[src/rtl/multi_led_blink_sequencer_macros.svh]
// ----------------------------------------------------------------------------
// Assertion macros for the multi LED blink sequencer
// Concurrent checks that compile away when SYNTHESIS is defined.
// ----------------------------------------------------------------------------
`ifndef MULTI_LED_BLINK_SEQUENCER_MACROS_SVH
`define MULTI_LED_BLINK_SEQUENCER_MACROS_SVH

`ifndef SYNTHESIS

// Check a property while out of reset.
`define MLBS_ASSERT(name, clk, rst, prop) \
   name: assert property (@(posedge clk) disable iff (rst) prop) \
      else $error("%m: check failed");

// Check a property on every edge, reset included.
`define MLBS_ASSERT_ALWAYS(name, clk, prop) \
   name: assert property (@(posedge clk) prop) \
      else $error("%m: check failed");

`else

`define MLBS_ASSERT(name, clk, rst, prop)
`define MLBS_ASSERT_ALWAYS(name, clk, prop)

`endif

`endif

[src/rtl/mlbs_pkg.sv]
// ----------------------------------------------------------------------------
// mlbs_pkg
// Shared types, codes and constants of the multi LED blink sequencer.
// ----------------------------------------------------------------------------
package mlbs_pkg;

   localparam int LED_COUNT = 8;            // LEDs actually built, 1..8
   localparam int LED_W     = 8;            // width of the per-LED bit fields
   localparam int TIME_W    = 16;
   localparam int DUTY_W    = 7;
   localparam int EV_W      = 3;
   localparam int MODE_W    = 2;
   localparam int CNT_W     = 8;
   localparam int IDX_W     = 4;
   localparam int CSR_W     = 16;
   localparam int REQ_W     = 32;
   localparam int RSP_W     = 16;

   // percent * period fits 23 bits; x / 100 == (x * RECIP) >> RECIP_SHIFT
   localparam int PROD_W      = 23;
   localparam int RECIP_W     = 24;
   localparam int RECIP_SHIFT = 30;
   localparam logic [RECIP_W-1:0] RECIP = 24'd10737419;
   localparam logic [DUTY_W-1:0]  PCT_FULL = 7'd100;

   localparam logic [CNT_W-1:0] FOREVER_COUNT = 8'd255;
   localparam logic [CNT_W-1:0] ONCE_COUNT    = 8'd1;

   // event codes
   localparam logic [EV_W-1:0] EV_NONE       = 3'd0;
   localparam logic [EV_W-1:0] EV_BLINK_ONCE = 3'd1;
   localparam logic [EV_W-1:0] EV_FLASH      = 3'd2;
   localparam logic [EV_W-1:0] EV_QUARTER    = 3'd3;
   localparam logic [EV_W-1:0] EV_HALF       = 3'd4;

   // manual modes
   localparam logic [MODE_W-1:0] MODE_NONE   = 2'd0;
   localparam logic [MODE_W-1:0] MODE_OFF    = 2'd1;
   localparam logic [MODE_W-1:0] MODE_ON     = 2'd2;
   localparam logic [MODE_W-1:0] MODE_TOGGLE = 2'd3;

   // register indexes
   localparam logic [IDX_W-1:0] REG_FLASH_PERIOD = 4'd0;
   localparam logic [IDX_W-1:0] REG_BLINK_DUTY   = 4'd1;
   localparam logic [IDX_W-1:0] REG_QUARTER_DUTY = 4'd2;
   localparam logic [IDX_W-1:0] REG_HALF_DUTY    = 4'd3;

   localparam logic [TIME_W-1:0] PERIOD_RESET  = 16'd1000;
   localparam logic [DUTY_W-1:0] BLINK_RESET   = 7'd50;
   localparam logic [DUTY_W-1:0] QUARTER_RESET = 7'd25;
   localparam logic [DUTY_W-1:0] HALF_RESET    = 7'd50;

   typedef struct packed {
      logic [TIME_W-1:0] on_time;
      logic [TIME_W-1:0] off_time;
   } intv_pair_type;

   typedef struct packed {
      intv_pair_type blink;
      intv_pair_type quarter;
      intv_pair_type half;
   } intv_set_type;

   // one item as seen by a single LED
   typedef struct packed {
      logic              tick;
      logic              sel;
      logic [EV_W-1:0]   event_code;
      logic [MODE_W-1:0] manual_mode;
      logic [TIME_W-1:0] elapsed_time;
   } led_cmd_type;

   typedef struct packed {
      logic lit;
      logic busy;
   } led_status_type;

endpackage

[src/rtl/mlbs_led.sv]
// ----------------------------------------------------------------------------
// mlbs_led
// State and update logic of one LED: manual drive and blink sequence.
// ----------------------------------------------------------------------------
module mlbs_led (
   input  logic                      clock,
   input  logic                      reset,
   input  logic                      step,
   input  mlbs_pkg::led_cmd_type     cmd,
   input  mlbs_pkg::intv_set_type    intv,
   output mlbs_pkg::led_status_type  status_next
);
   import mlbs_pkg::*;

   logic              lit_ff,    lit_in;
   logic [EV_W-1:0]   active_ff, active_in;
   logic [CNT_W-1:0]  rem_ff,    rem_in;
   logic [TIME_W-1:0] cd_ff,     cd_in;
   logic [TIME_W-1:0] on_ff,     on_in;
   logic [TIME_W-1:0] off_ff,    off_in;
   intv_pair_type     pair;

   always_comb begin
      case (cmd.event_code)
         EV_QUARTER: pair = intv.quarter;
         EV_HALF:    pair = intv.half;
         default:    pair = intv.blink;
      endcase
   end

   always_comb begin
      lit_in    = lit_ff;
      active_in = active_ff;
      rem_in    = rem_ff;
      cd_in     = cd_ff;
      on_in     = on_ff;
      off_in    = off_ff;
      if (cmd.tick) begin
         if (active_ff != EV_NONE) begin
            if (cmd.elapsed_time < cd_ff) begin
               cd_in = cd_ff - cmd.elapsed_time;
            end else begin
               if (lit_ff) begin
                  lit_in = 1'b0;
                  cd_in  = off_ff;
                  if (rem_ff != FOREVER_COUNT && rem_ff != '0) begin
                     rem_in = rem_ff - CNT_W'(1);
                  end
               end else begin
                  lit_in = 1'b1;
                  cd_in  = on_ff;
               end
               if (rem_in == '0) begin
                  active_in = EV_NONE;
               end
            end
         end
      end else if (cmd.sel) begin
         if (cmd.event_code == EV_NONE) begin
            case (cmd.manual_mode)
               MODE_OFF:    lit_in = 1'b0;
               MODE_ON:     lit_in = 1'b1;
               MODE_TOGGLE: lit_in = ~lit_ff;
               default:     lit_in = lit_ff;
            endcase
            active_in = EV_NONE;
         end else if (cmd.event_code inside {[EV_BLINK_ONCE:EV_HALF]}
                      && cmd.event_code != active_ff) begin
            active_in = cmd.event_code;
            rem_in    = (cmd.event_code == EV_BLINK_ONCE) ? ONCE_COUNT : FOREVER_COUNT;
            on_in     = pair.on_time;
            off_in    = pair.off_time;
            cd_in     = '0;
            lit_in    = 1'b0;
         end
      end
   end

   always_ff @(posedge clock) begin
      if (reset) begin
         lit_ff    <= 1'b0;
         active_ff <= EV_NONE;
         rem_ff    <= '0;
         cd_ff     <= '0;
      end else if (step) begin
         lit_ff    <= lit_in;
         active_ff <= active_in;
         rem_ff    <= rem_in;
         cd_ff     <= cd_in;
      end
   end

   always_ff @(posedge clock) begin
      if (step) begin
         on_ff  <= on_in;
         off_ff <= off_in;
      end
   end

   assign status_next.lit  = lit_in;
   assign status_next.busy = (active_in != EV_NONE);

endmodule

[config.mk]
export PLATFORM = sky130hd
export DESIGN_NAME = mlbs_led
export DESIGN_NICKNAME = d
export VERILOG_FILES = /design/src/rtl/multi_led_blink_sequencer_macros.svh /design/src/rtl/mlbs_pkg.sv /design/src/rtl/mlbs_led.sv
export SDC_FILE = /design/constraint.sdc
export NUM_CORES = 1
export LEC_CHECK = 0
export BUFFER_PORTS_ARGS = -buffer_cell sky130_fd_sc_hd__buf_2
export CAP_MARGIN = 20
export CORE_ASPECT_RATIO = 0.9
export CORE_MARGIN = 2
export CORE_UTILIZATION = 55
export CTS_BUF_LIST = sky130_fd_sc_hd__clkbuf_16
export CTS_CLUSTER_DIAMETER = 120
export DETAILED_ROUTE_END_ITERATION = 7
export PLACE_DENSITY_LB_ADDON = 0.3
export SLEW_MARGIN = 20
export SYNTH_ARGS = -nofsm -noshare
export SYNTH_HDL_FRONTEND = slang
export SYNTH_SLANG_ARGS = --single-unit
[constraint.sdc]
create_clock -name clock -period 8.05 [get_ports clock]
set_clock_uncertainty 0.15 [all_clocks]
set_input_delay 0.805 -clock clock [delete_from_list [all_inputs] [get_ports clock]]
set_output_delay 0.805 -clock clock [all_outputs]
set_load 0.01 [all_outputs]
## Word level (Yosys, flattened, before mapping)

Cells that the tools add are included.

| cells by class | value |
|---|---|
| $add $sub $neg | 2 |
| multiply operators | 0 |
| divide/modulo/power cells | 0 |
| magnitude comparators | 3 |
| equality and inequality tests | 11 |
| shifts and indexed selects | 0 |
| muxes and demuxes | 35 |
| bitwise logic cells | 3 |
| reductions and logical operators | 13 |

Operators with widths:

| operator | count |
|---|---|
| $mux W16 | 7 |
| $mux W8 | 12 |
| $pmux W32 S2 | 1 |
| $mux W3 | 7 |
| $lt A16 B16 Y1 | 1 |
| $sub A16 B16 Y16 | 1 |
| $reduce_and A5 Y1 | 2 |
| $logic_not A8 Y1 | 1 |
| $ne A8 B8 Y1 const B | 1 |
| $reduce_bool A8 Y1 | 1 |
| $sub A8 B1 Y8 const B | 1 |
| $mux W1 | 7 |
| $reduce_and A6 Y1 | 1 |
| $reduce_bool A3 Y1 | 2 |
| $eq A2 B2 Y1 const B | 2 |
| $ne A2 B2 Y1 const B | 2 |
| $reduce_bool A2 Y1 | 2 |
| $eq A3 B1 Y1 const B | 1 |
| $eq A3 B2 Y1 const B | 1 |
| $eq A3 B3 Y1 const B | 1 |
| $ge A3 B1 Y1 const B | 1 |
| $le A3 B3 Y1 const B | 1 |
| $logic_and A1 B1 Y1 | 3 |
| $logic_not A3 Y1 | 1 |
| other kinds (5) | 7 |

| word-level totals | value |
|---|---|
| register bits after elaboration | 60 |
| latch bits | 0 |
| RAM bits | 0 |
| ROM bits | 0 |
| input port bits | 122 |
| output and inout bits | 2 |
| logic and storage cells | 73 |
| memories kept | 0 |

## Logic depth before layout (Yosys ltp)

Gate-level depths: netlist of the first run.

| logic depth | value |
|---|---|
| depth after elaboration | 13 |
| mapped depth | 12 |
| mapped depth without buffers | 11 |

## Least setup slack after synthesis of the first run

Ideal clock, no wire load.

| path | value |
|---|---|
| path kind | input to output |
| from | input cmd[0] (netlist name) |
| to | output status_next[0] (netlist name) |
| data arrival time | 2861 ps |
| data required time | 7095 ps |
| setup slack | 4234 ps |
| cell stages on the path | 10 |
| path through | ha_1 inv_1 fa_1 a211oi_1 o21ai_1 a31oi_2 a211o_1 buf_2 and4_1 o22ai_1 |

RTL lines:

| item | RTL line | text |
|---|---|---|
| start, declared | mlbs_led.sv:9 | `input mlbs_pkg::led_cmd_type cmd,` |
| end, declared | mlbs_led.sv:11 | `output mlbs_pkg::led_status_type status_next` |

==> results of run 1 <==
[metrics by stage]
| step | setup WS [ns] | hold WS, ns | cell area (um2) |
|---|---|---|---|
| floorplan | 4.23 | 0.276 | 4230 |
| detailed placement | 3.47 | 0.302 | 4840 |
| CTS | 3.47 | 0.309 | 5140 |
| global route | 3.17 | 0.320 | 5150 |
| global placement | 3.55 | 0.291 | 4840 |
| finish | 3.48 | 0.311 | 5150 |
[cells by family after synthesis]
group           after synthesis
simple gates                193
compound gates              142
flops                        60
buf+inv                      57
mux                          19
fa+ha+maj                    19
xor+xnor                     14
[Yosys cell counts (all sizes together), types with 7 or more instances]
cell type / count / area (um2)
a21oi: 27 / 139
a22oi: 33 / 248
a32o: 10 / 100
buf: 9 / 62.6
clkbuf: 23 / 87.6
dfxtp: 28 / 561
edfxtp: 32 / 961
ha: 18 / 225
inv: 25 / 96.4
mux2i: 18 / 180
nand2: 123 / 478
nand3: 7 / 35.0
nor2: 22 / 82.6
nor3: 8 / 51.3
o21ai: 20 / 104
xor2: 8 / 70.1
[power by group through the flow]
stage	sequential [W]	combinational [W]	clock, W
after floorplan	0.000343	0.0000843	0
after global placement	0.000345	0.000128	0
after detailed placement	0.000345	0.000132	0
after CTS	0.000339	0.000133	0.000387
after global routing	0.000340	0.000150	0.000402
final	0.000339	0.000135	0.000384
[registers in the layout, summed over array words and instances, names as in the netlist]
register	flops
active_ff	3
rem_ff	8
on_ff	16
off_ff	16
lit_ff	1
cd_ff	16
[layout make-up]
class                   count  area, um2
clock inverters             7       75.1
inverters                  25       96.3
multi-input cells         387       2480
fillers                   606       2360
clock buffers               9        225
flip-flops and latches     60       1520
repair buffers            125        631
well taps                  96        120
[worst max path at each step]
stage / slack, ns / end / cells past startpoint
2_1_floorplan: 4.23 / status_next[0] / 10
3_3_place_gp: 3.55 / status_next[1] / 12
3_5_place_dp: 3.47 / status_next[1] / 12
4_1_cts: 3.47 / status_next[0] / 11
5_1_grt: 3.17 / status_next[1] / 12
6_report: 3.48 / status_next[0] / 11
[worst reg2reg max path, delay by kind of cell (launching register included)]
| kind | cells | cell delay, ns |
|---|---|---|
| AOI/OAI and AO/OA | 6 | 1.83 |
| adders and majority gates | 2 | 0.59 |
| buffers and inverters | 2 | 0.13 |
| DFF | 1 | 0.31 |
| and+or+nand+nor | 1 | 0.22 |
[metal layers]
layer | global-route usage, % | vias to the layer above | share of wire (%)
met3 | 4.24 | 18 | 7.2
li1 | - | 2053 | -
met5 | 0 | - | 0
met4 | 9.09 | 0 | 1.6
met1 | 39.5 | 1911 | 46
met2 | 39.1 | 184 | 45
==> Implementation_results.wiki, run 1 <==
{| class="wikitable"
! Metric !! Value
|-
| Actual transition at the worst max-transition pin || 0.957 ns
|-
| Die outline height || 87.2 um
|-
| Die area || 0.00841 mm2
|-
| Total grt overflow || 0
|-
| Number of max-slew violations in the final report || 0
|-
| Switch share || 26.1%
|-
| Slew margin rel. || 36.0%
|-
| Total power of the final layout || 0.000858 W
|-
| Largest net degree at the start of global routing || 35
|-
| Unrepaired setup endpoints after global routing || false
|-
| RR Startpoint || cd_ff[0]
|-
| Fraction of registers with async set or reset after synthesis || 0%
|-
| Maximum ir drop on the vdd rail || 0.106 mV
|-
| Cell total after placement || 693
|-
| Largest driver fanout on the critical path || 24
|-
| Startpoint type of the worst setup path || input port
|-
| Worst-case hold path end point || cd_ff[4]
|-
| DRC violation count after routing || 0
|-
| CTS root buf || clkbuf_16
|-
| Capturing element type of the critical path || output pin
|-
| Count of cell types in the netlist || 67
|-
| Syn nets || 645
|-
| Synth Area per Inst || 8.40 um2
|-
| Leading cell types in the layout, fill and taps excluded || 123 x buf_2, 122 x nand2_1, 33 x a22oi_1
|-
| Synthesized-area fraction occupied by ao, oa, aoi and oai cells || 24.1%
|-
| Clock latency on the worst-skew pair || 0.33 ns
|-
| Internal power of the cells || 0.000634 W
|-
| Xor/xnor share of the synthesized area || 2.90%
|-
| Starting density of the core || 56.4%
|-
| Remaining number of nets flagged by the antenna check after routing || 0
|-
| Die X || 96.5 um
|-
| Detailed Route Iter0 Violations || 287
|-
| Global-route wire length before repair || 17.2 mm
|-
| Crit path required time || 7.09 ns
|-
| Proportion of power drawn by combinational gates || 15.7%
|-
| PwrDens || 167 mW/mm2
|-
| Lkg Pwr || 2.27 nW
|-
| Startpoint-to-endpoint class of the critical path || in -> out
|-
| Buf/Inv on CP || 3
|-
| Family with the most delay on the worst path || compound AO/OA/AOI/OAI gates
|-
| Max Fclk || 0.219 GHz
|-
| Post-route fraction of the period consumed by the critical path || 56.8%
|-
| Post-synthesis simple-gate area fraction || 20.9%
|-
| Delay contributed by the slowest stage of the critical path || 0.64 ns
|-
| Hold path startpoint || cd_ff[4]
|-
| Initial antenna violation count || 0
|-
| Router iterations before antenna repair || 5
|-
| Layout area overhead || 21.6%
|-
| Arrival time at the worst endpoint || 3.62 ns
|-
| Post-Synthesis Cell Area || 0.00423 mm2
|-
| Total negative setup slack || 0 ns
|-
| Count of clock tree sinks || 60
|-
| Number of cells traversed by the worst register-to-register path || 11
|-
| Clock buffer depth || 2
|-
| Total global-route track usage || 26.5%
|-
| H-tree depth || 3
|-
| Dominant register cell in the synthesized netlist || edfxtp_1
|-
| Fraction of the core area covered by cells at the end of the flow || 68.6%
|-
| Relative contribution of sequential cells to total power || 39.5%
|-
| Cell repeated most along the worst path || buf_2
|-
| Share of post-route cells with drive strength above 1 || 25.6%
|-
| Gpl congestion || 0.953
|-
| # port buffers || 123
|-
| Net switching power figure || 0.000224 W
|-
| CP cell instances || buf_2 > ha_1 > inv_1 > fa_1 > a211oi_1 > o21ai_1 > a31oi_2 > a211o_1 > and4_1 > o22ai_1 > buf_2
|-
| Via-to-Cell Ratio || 5.88
|-
| Clock slew at the register clock pins of the worst setup and hold paths || 0.05 ns
|-
| Crit path max-delay cell type || a211o_1
|-
| CTS resizes || 0
|-
| WL per Instance || 15.3 um
|-
| EDFF count, synth || 32
|-
| Number of maximum-capacitance violations || 0
|-
| Hold path depth || 2
|-
| Hold violation count in the final report || 0
|-
| Setup bufs post-CTS || 0
|-
| Nets || 749
|-
| Adder-cell area share of the yosys netlist || 5.80%
|-
| Total setup violations reported at the end of the flow || 0
|-
| Routed wire length || 10.9 mm
|-
| Placeable Area || 0.00751 mm2
|-
| Number of standard cells after synthesis || 504
|-
| Critical register-to-register path endpoint || lit_ff
|-
| Clock period minus worst slack || 4.57 ns
|-
| Placed wire-length estimate after detailed placement || 8.07 mm
|-
| Top Ports || 124
|-
| Most common cell after layout, fill and taps aside || buf_2
|-
| CTS Buf Count || 9
|-
| Clock network fraction of total power || 44.8%
|-
| Worst hold-check path type || reg -> reg
|-
| Count of placed standard cells in the final layout, fillers left out || 709
|-
| Std-Cell Rows || 30
|-
| Synthesis-stage register bit count || 60
|-
| Status || finished, final reports clean
|-
| Vias || 4,166
|-
| Reg2Reg Setup Slack || 4.75 ns
|-
| Ant. Diodes || 0
|-
| Synth warnings || 0
|-
| Share of the yosys chip area belonging to registers || 36.0%
|-
| Mux share of post-synthesis cell area || 4.52%
|-
| Clock tree from TritonCTS || built
|-
| Main combinational cell family by area after synthesis || compound AO/OA/AOI/OAI gates
|-
| Number of hold-repair buffers added at the cts stage || 0
|-
| Vias in the first global route || 3,598
|-
| Crit. Startpoint || cmd[0]
|}
No activity file was read; power rests on OpenSTA's default activity.
==> inputs of run 2 (changes only) <==
--- a/config.mk
+++ b/config.mk
@@ -9,7 +9,7 @@
 export CAP_MARGIN = 20
 export CORE_ASPECT_RATIO = 0.9
 export CORE_MARGIN = 2
-export CORE_UTILIZATION = 55
+export CORE_UTILIZATION = 53
 export CTS_BUF_LIST = sky130_fd_sc_hd__clkbuf_16
 export CTS_CLUSTER_DIAMETER = 120
 export DETAILED_ROUTE_END_ITERATION = 7
==> constraint.sdc (replaced) <==
create_clock -name clock -period 4.35 [get_ports clock]
set_clock_uncertainty 0.15 [all_clocks]
set_input_delay 0.435 -clock clock [delete_from_list [all_inputs] [get_ports clock]]
set_output_delay 0.435 -clock clock [all_outputs]
set_load 0.01 [all_outputs]
==> Implementation_results.wiki, run 2 (synthesized netlist as in run 1, its figures left out) <==
{| class="wikitable"
! Metric !! Value
|-
| Status || finished, final reports clean
|-
| Total negative setup slack || 0 ns
|-
| Placement-stage worst setup slack || 1.04 ns
|-
| Top Ports || 124
|-
| Final setup slack of the worst path || 0.811 ns
|-
| Total grt overflow || 0
|-
| Area taken by flip-flops and latches || 0.00152 mm2
|-
| CTS root buf || clkbuf_16
|-
| PwrDens || 328 mW/mm2
|-
| Total global-route track usage || 25.9%
|-
| Capturing element type of the critical path || output pin
|-
| Routed wire length || 11.1 mm
|-
| DRC violation count after routing || 0
|-
| CTS resizes || 0
|-
| Number of maximum-capacitance violations || 0
|-
| Die X || 98.2 um
|-
| Remaining number of nets flagged by the antenna check after routing || 0
|-
| Startpoint type of the worst setup path || register
|-
| Vias in the first global route || 3,852
|-
| # port buffers || 123
|-
| Largest net degree at the start of global routing || 35
|-
| Nets || 751
|-
| Die area || 0.00872 mm2
|-
| Placed wire-length estimate after detailed placement || 7.92 mm
|-
| Global-route wire length before repair || 18.1 mm
|-
| Multi-input combinational cell area || 0.00247 mm2
|-
| Clock buffer depth || 2
|-
| Number of max-slew violations in the final report || 0
|-
| Vias || 4,124
|-
| Share of post-route cells with drive strength above 1 || 25.9%
|-
| Gpl congestion || 0.919
|-
| Clock latency on the worst-skew pair || 0.33 ns
|-
| Family with the most delay on the worst path || compound AO/OA/AOI/OAI gates
|-
| Top flop regs || cd_ff x16, off_ff x16, on_ff x16
|-
| Actual transition at the worst max-transition pin || 0.940 ns
|-
| Crit path max-delay cell type || fa_1
|-
| Layout area overhead || 23.2%
|-
| Crit. Startpoint || cd_ff[0]
|-
| CP cell instances || inv_1 > ha_1 > inv_1 > fa_1 > a211oi_1 > o21ai_1 > a31oi_2 > a211o_1 > and4_1 > o22ai_1 > buf_2
|-
| Max Fclk || 0.283 GHz
|-
| Critical register-to-register path endpoint || rem_ff[3]
|-
| Worst hold-check path type || in -> reg
|-
| Slew margin rel. || 37.1%
|-
| Capturing instance or port of the critical path || status_next[0]
|-
| Number of cells traversed by the worst register-to-register path || 11
|-
| Cell repeated most along the worst path || inv_1
|-
| Filler instances || 656
|-
| Via-to-Cell Ratio || 5.80
|-
| Count of clock tree sinks || 60
|-
| Crit path required time || 3.76 ns
|-
| Ant. Diodes || 0
|-
| Lkg Pwr || 2.30 nW
|-
| Most common cell after layout, fill and taps aside || buf_2
|-
| Delay contributed by the slowest stage of the critical path || 0.42 ns
|-
| WL per Instance || 15.5 um
|-
| Clock period minus worst slack || 3.54 ns
|-
| Placeable Area || 0.00766 mm2
|-
| Leading cell types in the layout, fill and taps excluded || 123 x buf_2, 122 x nand2_1, 33 x a22oi_1
|-
| Hold violation count in the final report || 0
|-
| Clock tree from TritonCTS || built
|-
| Reg2Reg Setup Slack || 1.27 ns
|-
| Arrival time at the worst endpoint || 2.95 ns
|-
| Number of hold-repair buffers added at the cts stage || 0
|-
| Largest driver fanout on the critical path || 4
|-
| CTS Buf Count || 9
|-
| Starting density of the core || 55.3%
|-
| RR Startpoint || cd_ff[0]
|-
| Setup bufs post-CTS || 0
|-
| H-tree depth || 3
|-
| Maximum ir drop on the vdd rail || 0.224 mV
|-
| Cell count along the critical path || 11
|-
| Router iterations before antenna repair || 7
|-
| Startpoint-to-endpoint class of the critical path || reg -> out
|-
| Die outline height || 88.8 um
|-
| Initial antenna violation count || 0
|-
| Std-Cell Rows || 30
|-
| Total setup violations reported at the end of the flow || 0
|-
| Unrepaired setup endpoints after global routing || false
|-
| Detailed Route Iter0 Violations || 295
|-
| Clock slew at the register clock pins of the worst setup and hold paths || 0.06 ns
|-
| Post-route fraction of the period consumed by the critical path || 81.4%
|-
| Buf/Inv on CP || 3
|}
-- run 2: cell type report --
cell class,count,area share [%]
inverters,25,1.85
clock inverters,7,2.38
clock buffers,9,4.32
repair buffers,127,12.5
well taps,96,2.30
multi-input cells,387,47.4
flip-flops and latches,60,29.2
-- run 2: worst min path at each step --
stage,end,cells after the start,from
floorplan,cd_ff[4],2,cd_ff[4]
global placement,cd_ff[4],2,cd_ff[4]
detailed placement,cd_ff[0],1,cd_ff[0]
CTS,on_ff[9],3,intv[89]
global route,on_ff[8],3,intv[88]
finish,off_ff[8],3,intv[72]
-- run 2: metrics by stage --
| stage | utilization [%] | hold WS, ns | total power, W | cell area (um2) | instances |
|---|---|---|---|---|---|
| after detailed placement | 63.5 | 0.307 | 0.000883 | 4860 | 695 |
| final | 68.1 | 0.226 | 0.00171 | 5210 | 711 |
| after floorplan | - | 0.276 | 0.000792 | 4230 | 504 |
| after global routing | 68.1 | 0.241 | 0.00177 | 5210 | 711 |
| after global placement | 63.3 | 0.296 | 0.000875 | 4850 | 694 |
| after CTS | 68.1 | 0.217 | 0.00171 | 5210 | 711 |
-- run 2: metal layers --
layer	vias to the layer above	wire (um)	global-route usage, %
met5	-	0	0
met4	0	189	11.5
met3	23	898	3.79
met2	192	5050	41.3
met1	1861	4920	35.7
li1	2048	-	-
-- run 2: worst reg2reg max path: stages (launching register included) --
cell      delay, ns
dfxtp_1        0.35
inv_1          0.06
ha_1           0.18
inv_1          0.07
fa_1           0.22
a211oi_1       0.11
o21ai_1        0.25
a31oi_2        0.19
a211oi_2       0.80
o21ai_2        0.31
a21oi_1        0.20
a211oi_1       0.06
-- run 2: power breakdown --
group	internal (W)	switching, W
registers	0.000618	0.00000970
clock network	0.000563	0.000269
logic	0.000110	0.000139
==> inputs of run 3 (changes only) <==
--- a/config.mk
+++ b/config.mk
@@ -9,7 +9,7 @@
 export CAP_MARGIN = 20
 export CORE_ASPECT_RATIO = 0.9
 export CORE_MARGIN = 2
-export CORE_UTILIZATION = 53
+export CORE_UTILIZATION = 48
 export CTS_BUF_LIST = sky130_fd_sc_hd__clkbuf_16
 export CTS_CLUSTER_DIAMETER = 120
 export DETAILED_ROUTE_END_ITERATION = 7
==> constraint.sdc (replaced) <==
create_clock -name clock -period 3.2 [get_ports clock]
set_clock_uncertainty 0.15 [all_clocks]
set_input_delay 0.32 -clock clock [delete_from_list [all_inputs] [get_ports clock]]
set_output_delay 0.32 -clock clock [all_outputs]
set_load 0.01 [all_outputs]
==> Implementation_results.wiki, run 3 (synthesized netlist as in run 1, its figures left out) <==
{| class="wikitable"
! Metric !! Value
|-
| Status || finished, final reports clean
|-
| Worst hold-check path type || in -> reg
|-
| Router iterations before antenna repair || 5
|-
| Hold path startpoint || intv[72]
|-
| Count of placed standard cells in the final layout, fillers left out || 741
|-
| Filler instances || 784
|-
| Hold violation count in the final report || 0
|-
| Total grt overflow || 0
|-
| Clock tree from TritonCTS || built
|-
| Via-to-Cell Ratio || 5.61
|-
| Hold path depth || 3
|-
| Remaining number of nets flagged by the antenna check after routing || 0
|-
| Worst-case hold path end point || off_ff[8]
|-
| Largest driver fanout on the critical path || 3
|-
| Number of max-slew violations in the final report || 0
|-
| WL per Instance || 14.8 um
|-
| Leading cell types in the layout, fill and taps excluded || 123 x buf_2, 121 x nand2_1, 33 x a22oi_1
|-
| Actual transition at the worst max-transition pin || 0.895 ns
|-
| Area taken by flip-flops and latches || 0.00152 mm2
|-
| Routed wire length || 11.0 mm
|-
| Arrival time at the worst endpoint || 2.66 ns
|-
| Share of post-route cells with drive strength above 1 || 27.7%
|-
| Die outline height || 93.1 um
|-
| H-tree depth || 3
|-
| RR Startpoint || cd_ff[0]
|-
| Number of hold-repair buffers added at the cts stage || 0
|-
| Global-route wire length before repair || 17.4 mm
|-
| Total global-route track usage || 22.8%
|-
| Placeable Area || 0.00857 mm2
|-
| Layout area overhead || 24.9%
|-
| # port buffers || 123
|-
| Startpoint type of the worst setup path || register
|-
| Starting density of the core || 49.4%
|-
| Clock buffer depth || 2
|-
| Max Fclk || 0.319 GHz
|-
| Vias in the first global route || 3,708
|-
| Largest net degree at the start of global routing || 35
|-
| Total power of the final layout || 0.00217 W
|-
| PwrDens || 411 mW/mm2
|-
| Lkg Pwr || 2.33 nW
|-
| CTS root buf || clkbuf_16
|-
| Nets || 758
|-
| Total setup violations reported at the end of the flow || 0
|-
| Slew margin rel. || 40.1%
|-
| Die X || 103 um
|-
| Clock latency on the worst-skew pair || 0.32 ns
|-
| Die area || 0.00958 mm2
|-
| Count of clock tree sinks || 60
|-
| Number of maximum-capacitance violations || 0
|-
| Crit path required time || 2.73 ns
|-
| Vias || 4,156
|-
| Multi-input combinational cell area || 0.00251 mm2
|-
| Capturing element type of the critical path || output pin
|-
| Most common cell after layout, fill and taps aside || buf_2
|-
| Post-route fraction of the period consumed by the critical path || 97.9%
|-
| Number of cells traversed by the worst register-to-register path || 13
|-
| Gpl congestion || 0.852
|-
| Std-Cell Rows || 32
|-
| Top flop regs || cd_ff x16, off_ff x16, on_ff x16
|-
| Clock period minus worst slack || 3.13 ns
|-
| Unrepaired setup endpoints after global routing || true
|-
| Detailed Route Iter0 Violations || 247
|-
| Crit. Startpoint || cd_ff[0]
|-
| Startpoint-to-endpoint class of the critical path || reg -> out
|-
| Placed wire-length estimate after detailed placement || 8.26 mm
|-
| DRC violation count after routing || 0
|-
| Critical register-to-register path endpoint || rem_ff[3]
|-
| Ant. Diodes || 0
|-
| Reg2Reg Setup Slack || 0.20 ns
|-
| Initial antenna violation count || 0
|-
| CTS Buf Count || 9
|-
| Cell total after placement || 719
|-
| Clock slew at the register clock pins of the worst setup and hold paths || 0.05 ns
|-
| Maximum ir drop on the vdd rail || 0.340 mV
|-
| Top Ports || 124
|}
run 3: final cells by class:
| cell class | count | area share (%) |
|---|---|---|
| clock buffer | 10 | 4.74 |
| clock inverter | 6 | 1.04 |
| inverter | 25 | 1.82 |
| multi-input combinational | 387 | 47.5 |
| sequential | 60 | 28.8 |
| tap | 119 | 2.82 |
| timing repair buffer | 134 | 13.2 |
run 3: repair_timing:
item                                   in CTS  in global routing
pin swaps                                   1                  9
endpoints found under the hold margin       0                  0
cloned                                      0                  0
setup buffers                               1                  5
resized for setup                           1                 12
setup endpoints to repair                   2                  7
run 3: stage by stage:
step	util (%)	worst slack [ns]	area, um2	TNS, ns	hold slack, ns
6_report	61.7	0.0665	5280	0	0.116
3_3_place_gp	57.1	0.201	4890	0	0.292
2_1_floorplan	-	0.342	4230	0	0.276
5_1_grt	61.7	-0.0363	5280	-0.0615	0.133
3_5_place_dp	57.1	0.0903	4890	0	0.294
4_1_cts	60.8	0.0465	5210	0	0.110
run 3: how the worst max path moves through the flow:
| stage | to | slack [ns] |
|---|---|---|
| detailed placement | rem_ff[3] | 0.09 |
| floorplan | status_next[0] | 0.34 |
| global route | status_next[1] | -0.04 |
| finish | status_next[1] | 0.07 |
| CTS | status_next[1] | 0.05 |
| global placement | status_next[1] | 0.20 |
run 3: report_power, final:
group	switching [W]	internal (W)	leakage, nW	total, W
clock network	0.000322	0.000640	0.158	0.000962
logic	0.000194	0.000163	1.66	0.000357
registers	0.0000133	0.000841	0.511	0.000854
total	0.000529	0.00164	2.33	0.00217
run 3: critical path, cell delays in order (launching register included):
cell,delay [ns]
dfxtp_2,0.32
inv_2,0.06
ha_4,0.13
inv_2,0.04
fa_2,0.40
a211oi_2,0.29
o21ai_2,0.12
a31oi_2,0.24
a211o_1,0.25
nand2_2,0.09
xnor2_2,0.14
o21ai_1,0.13
buf_2,0.14
run 3: per-layer routing:
layer / up-vias / track usage [%] / part of all wire [%]
met5: - / 0 / 0
met4: 0 / 7.13 / 1.8
met3: 20 / 3.74 / 7.2
met2: 192 / 35.0 / 45
met1: 1875 / 33.0 / 46
li1: 2069 / - / -
